## config.mk

```make
export PLATFORM = sky130hd
export DESIGN_NAME = bsm_out_fifo
export DESIGN_NICKNAME = d
export VERILOG_FILES = /design/src/hw/rtl/bsm_pkg.sv /design/src/hw/rtl/bsm_out_fifo.sv
export SDC_FILE = /design/constraint.sdc
export NUM_CORES = 1
export LEC_CHECK = 0
export BUFFER_PORTS_ARGS = -buffer_cell sky130_fd_sc_hd__buf_2
export CAP_MARGIN = 20
export CORE_ASPECT_RATIO = 0.8
export CORE_MARGIN = 2
export CORE_UTILIZATION = 53
export CTS_CLUSTER_DIAMETER = 150
export CTS_CLUSTER_SIZE = 25
export DETAILED_ROUTE_END_ITERATION = 8
export PLACE_DENSITY = 0.73
export SYNTH_ARGS = -nofsm -noshare
export SYNTH_HDL_FRONTEND = slang
export SYNTH_SLANG_ARGS = --single-unit
export TNS_END_PERCENT = 100
```

## constraint.sdc

```tcl
create_clock -name clk -period 22.4 [get_ports clk]
set_input_delay 4.48 -clock clk [delete_from_list [all_inputs] [get_ports clk]]
set_output_delay 4.48 -clock clk [all_outputs]
set_load 0.01 [all_outputs]
```

## src/hw/rtl/bsm_pkg.sv

```systemverilog
// ----------------------------------------------------------------------------
// bsm_pkg: shared types and constants for the block sparse mat-vec
// opcodes, field widths, pipeline control and result item layout
// ----------------------------------------------------------------------------
package bsm_pkg;

  localparam int VAL_W     = 32;
  localparam int COL_W     = 10;
  localparam int ROW_W     = 16;
  localparam int SUM_W     = 48;
  localparam int OUT_DEPTH = 8;
  localparam int OUT_CNT_W = $clog2(OUT_DEPTH + 1);

  typedef enum logic [1:0] {
    OP_LOAD  = 2'd0,
    OP_START = 2'd1,
    OP_BLOCK = 2'd2
  } opcode_t;

  typedef struct packed {
    logic       valid;
    logic [1:0] op;
    logic       row_end;
    logic       matrix_end;
  } ctl_t;

  typedef struct packed {
    logic signed [VAL_W-1:0] first_result;
    logic signed [VAL_W-1:0] second_result;
    logic [ROW_W-1:0]        row_number;
    logic                    final_row;
  } result_t;

  function automatic logic is_emit(input logic [1:0] op, input logic row_end);
    return row_end && (op == OP_START || op == OP_BLOCK);
  endfunction

endpackage

```

## src/hw/rtl/bsm_out_fifo.sv

```systemverilog
// ----------------------------------------------------------------------------
// bsm_out_fifo: result item queue
// holds finished rows while the receiver stalls
// ----------------------------------------------------------------------------
module bsm_out_fifo (
  input  logic                           clk,
  input  logic                           rst,
  input  logic                           wr_en,
  input  bsm_pkg::result_t               wr_data,
  output logic                           rd_valid,
  input  logic                           rd_ready,
  output bsm_pkg::result_t               rd_data,
  output logic [bsm_pkg::OUT_CNT_W-1:0]  count
);
  import bsm_pkg::*;

  localparam int PW = $clog2(OUT_DEPTH);

  result_t       mem [OUT_DEPTH];
  logic [PW-1:0] wr_ptr;
  logic [PW-1:0] rd_ptr;
  logic          rd_fire;

  assign rd_valid = count != '0;
  assign rd_data  = mem[rd_ptr];
  assign rd_fire  = rd_valid && rd_ready;

  always_ff @(posedge clk) begin
    if (wr_en) begin
      mem[wr_ptr] <= wr_data;
    end
  end

  always_ff @(posedge clk) begin
    if (rst) begin
      wr_ptr <= '0;
      rd_ptr <= '0;
      count  <= '0;
    end else begin
      if (wr_en) begin
        wr_ptr <= wr_ptr + 1'b1;
      end
      if (rd_fire) begin
        rd_ptr <= rd_ptr + 1'b1;
      end
      case ({wr_en, rd_fire})
        2'b10:   count <= count + 1'b1;
        2'b01:   count <= count - 1'b1;
        default: count <= count;
      endcase
    end
  end

  a_no_overflow: assert property (@(posedge clk) disable iff (rst)
    wr_en |-> (count != OUT_CNT_W'(OUT_DEPTH) || rd_fire))
    else $error("result queue overflow");

endmodule

```

# ---- Word-level counts from Yosys, hierarchy flattened
# Memories as Yosys holds them, arrays and structs flattened. A register that Yosys moved wholly into a read port is not among the register bits.
# Index checks and enable logic that the tools add are counted.
dict set report classes {
  eq_ne 2
  muxes 5
  reduce_logical 3
  add_sub_neg 4
}
# cell count
set op_table {}
lappend op_table {{$pmux W4 S2} 1}
lappend op_table {{$add A3 B1 Y3 const B} 2}
lappend op_table {{$mux W3} 2}
lappend op_table {{$add A4 B1 Y4 const B} 1}
lappend op_table {{$reduce_bool A4 Y1} 1}
lappend op_table {{$sub A4 B1 Y4 const B} 1}
lappend op_table {{$eq A2 B1 Y1 const B} 1}
lappend op_table {{$eq A2 B2 Y1 const B} 1}
lappend op_table {{$mux W1} 2}
lappend op_table {{$reduce_bool A2 Y1} 1}
lappend op_table {{$logic_and A1 B1 Y1} 1}
dict set report word_totals {
  inputBits 85
  ff_bits 10
  word_cells 18
  n_memories 1
  ram_bits 648
  out_inout_bits 86
}
# memory depth word_bits read_ports rd_ports_with_merged_regs wr line
set memory_table {}
lappend memory_table {mem 8 81 1 1 1 bsm_out_fifo.sv:19} ;# result_t mem [OUT_DEPTH];

# ---- Logic depth before layout (Yosys ltp)
dict set report logic_depth {
  depth_word 4
  mapped_depth 10
  mapped_depth_nobuf 10
}

# ---- Worst setup path after synthesis
# Ideal clock, no wire load.
dict set report synth_path {
  path_type {input to register}
  from {input wr_en}
  to {memory mem[0][0] (netlist bit), enable pin}
  arrival_ns 10.081
  setup_ns 0.620
  n_path_buf 0
  cell_stages 2
  t_required_ns 21.780
  setup_slack_ns 11.699
  cell_sequence {nand2b_1 -> nor3_1}
}
dict set report synth_via {
  elab_chain_cells 2
}
# element line
set synth_lines {}
lappend synth_lines {{start, declared} bsm_out_fifo.sv:8} ;# input logic wr_en,
lappend synth_lines {{$mux W1} bsm_out_fifo.sv:29} ;# if (wr_en) begin
lappend synth_lines {{$mux W1 (implied by the code)} bsm_out_fifo.sv:30} ;# mem[wr_ptr] <= wr_data;
lappend synth_lines {{end, declared} bsm_out_fifo.sv:19}
# No other way between the ends.

==> reports/results.tsv <==
metric	value	unit
# port buffers	170	
first-pass GRT wire length	67.5	mm
Rows	71	
Detailed Place HPWL	23.9	mm
Max Root-Sink Buffers	3	
Top FF cell, synth	edfxtp_1	
commonest non-fill, non-tap cell in the layout	edfxtp_1	
Yosys reg bits	661	
Area Overhead vs Synth	9.28	%
Slew Limit Fails	0	
VDD IR max	0.0616	mV
crit end category	primary output	
GRT Residual Overflow	0	
cells along the critical path	buf_4 -> buf_4 -> mux4_2 -> mux2_4 -> buf_2	
Filler cells	3305	
post-synthesis async set-or-reset flop share	0	%
skew final	0.0117	ns
Die ar.	0.0495	mm^2
most frequent cells in the layout	edfxtp_1, buf_2, mux4_2	
number of global-route vias before repair	10900	
die height	199	um
Initial Util	53.7	%
largest cells by area after synthesis	edfxtp_1, mux4_2, mux2_4	
via count	10500	
Slew headroom	28.5	%
share of layout cells above drive strength 1	39.8	%
utilization after layout	58.7	%
Least-Margin Pin Slew	1.07	ns
Worst Path Required	17.92	ns
clk_lat worst skew	0.60	ns
Crit Path Category	reg -> out	
synth unique cells	31	
min cycle time layout	8.56	ns
Clock Sink Count	661	
fmax	117	MHz
Die X	248	um
Pwr Density	87.5	mW/mm^2
Ports	171	
hold_buf cts	0	
RSZ-0062 raised after global routing	no	
Crit-path slowest cell	buf_4	
WL/cell	24.9	um
TritonCTS clock tree	done	
cts repair resizes	0	
Post-synth EDFFs	648	
instance count of the mapped netlist	1009	
post-synthesis sequential area ratio	78.0	%
total setup violations reported at the end of the flow	0	
final hold vios	0	
Mean Syn Cell Area	25.1	um^2
max_cap viols	0	
CTS buffer count	30	
Syn Nets	1099	
grt met3 use	3.55	%
most used cell, CP	buf_4	
setup tns final	0	ns
GRT Max-Usage Layer	met2	
Synth top area share	76.9	%
DR DRC count	0	
Worst Hold Class	reg -> reg	
period utilization	38.2	%
CTS HTree Levels	1	
pin count of the biggest net entering global routing	77	
final instance area	0.0276	mm^2
met1 global-route usage	26.2	%
CTS root buffer	clkbuf_16	
antenna violations before repair	6	
critical path's largest stage delay	0.83	ns
CP startpoint kind	flip-flop	
total core area	0.0471	mm^2
DRT Pass-1 Iters	4	
YS warnings	0	
antenna-violating nets left	0	
vias per cell	5.76	
GRT Util Overall	18.4	%
leakage power	8.76	nW
nets	1276	
dpl cell area	0.0268	mm^2
DRT iter0 DRCs	781	
Post-CTS Setup Bufs	0	
Worst Path Max Fanout	48	
status	complete, no violations	
Synth area leader	edfxtp_1	
final wirelength	45.3	mm
met2 Use GR	30.8	%
Cell Area, Synth	0.0253	mm^2
Placer Congestion	0.691	
clk slew on worst S/H paths	0.10	ns
Worst EP arrival	4.08	ns
Pwr Total	2.42	mW
==> cell families (layout without fill, tap and decap cells) <==
kind of cell    after synthesis  count (layout)  synth area share (%)
compound gates                8               8                 0.168
xor+xnor                      6               6                 0.208
fa+ha+maj                     5               5                 0.247
buf+inv                      49             238                  1.43
flops                       661             661                  78.0
mux                         246             246                  19.4
other cells                   0               3                     0
simple gates                 34              34                 0.643
==> metrics by stage <==
step | worst slack, ns | hold WS, ns | std cells
after global placement | 14.38 | 0.458 | 1774
final | 13.84 | 0.484 | 1821
after detailed placement | 14.34 | 0.474 | 1774
after global routing | 13.41 | 0.539 | 1818
after CTS | 13.67 | 0.490 | 1818
after floorplan | 11.70 | 0.454 | 1009
==> area by class of cell <==
type                            instances  area [um^2]  area share, %
Inverter                                2         7.51         0.0272
Antenna cell                            3         7.51         0.0272
Sequential cell                       661        19700           71.4
Tap cell                              620          776           2.81
Clock buffer                           43          821           2.97
Timing Repair Buffer                  192         1020           3.68
Clock inverter                          1         16.3         0.0588
Multi-Input combinational cell        299         5270           19.1
==> routing by layer <==
| layer | vias to the layer above | share of wire [%] |
|---|---|---|
| met5 | - | 0.15 |
| met2 | 213 | 50 |
| met1 | 5608 | 43 |
| li1 | 4619 | - |
| met4 | 10 | 1.2 |
| met3 | 48 | 5.4 |
==> synthesized netlist by cell type, types with 3 or more instances <==
cell,number
buf_12,9
mux4_2,161
nand2b_1,3
nand2_1,7
ha_1,5
mux2_4,80
clkbuf_1,10
dfxtp_1,13
buf_2,18
xor2_1,6
nor2_1,14
edfxtp_1,648
a21oi_1,4
buf_1,8
==> worst max-delay path: cells and delay by family (launching register included) <==
kind	cells	cell delay (ns)
muxes	2	0.89
buffers and inverters	3	1.68
DFF	1	0.81
==> sequential cells by signal, summed over array words and instances, names as in the netlist, named ones only <==
| signal | flops |
|---|---|
| wr_ptr | 3 |
| count | 4 |
| rd_ptr | 3 |
| mem | 648 |
==> power breakdown <==
| part | switching [mW] | total [mW] | internal [mW] |
|---|---|---|---|
| clock network | 0.351 | 0.608 | 0.256 |
| registers | 0.0263 | 1.41 | 1.39 |
| logic | 0.177 | 0.401 | 0.223 |
==> path summary, 6_finish.rpt <==
| check | from | to | slack, ns | depth (start not counted) |
|---|---|---|---|---|
| min | rd_ptr[1]$_SDFFE_PP0N_ | flip-flop | 0.48 | 2 |
| max | flip-flop | rd_data[36] | 13.84 | 5 |
| min reg2reg | rd_ptr[1]$_SDFFE_PP0N_ | flip-flop | 0.48 | 2 |
| max reg2reg | wr_ptr[0]$_SDFFE_PP0P_ | mem[0][38]$_DFFE_PP_ | 19.84 | 4 |
Power figures use the tool's default switching activity.
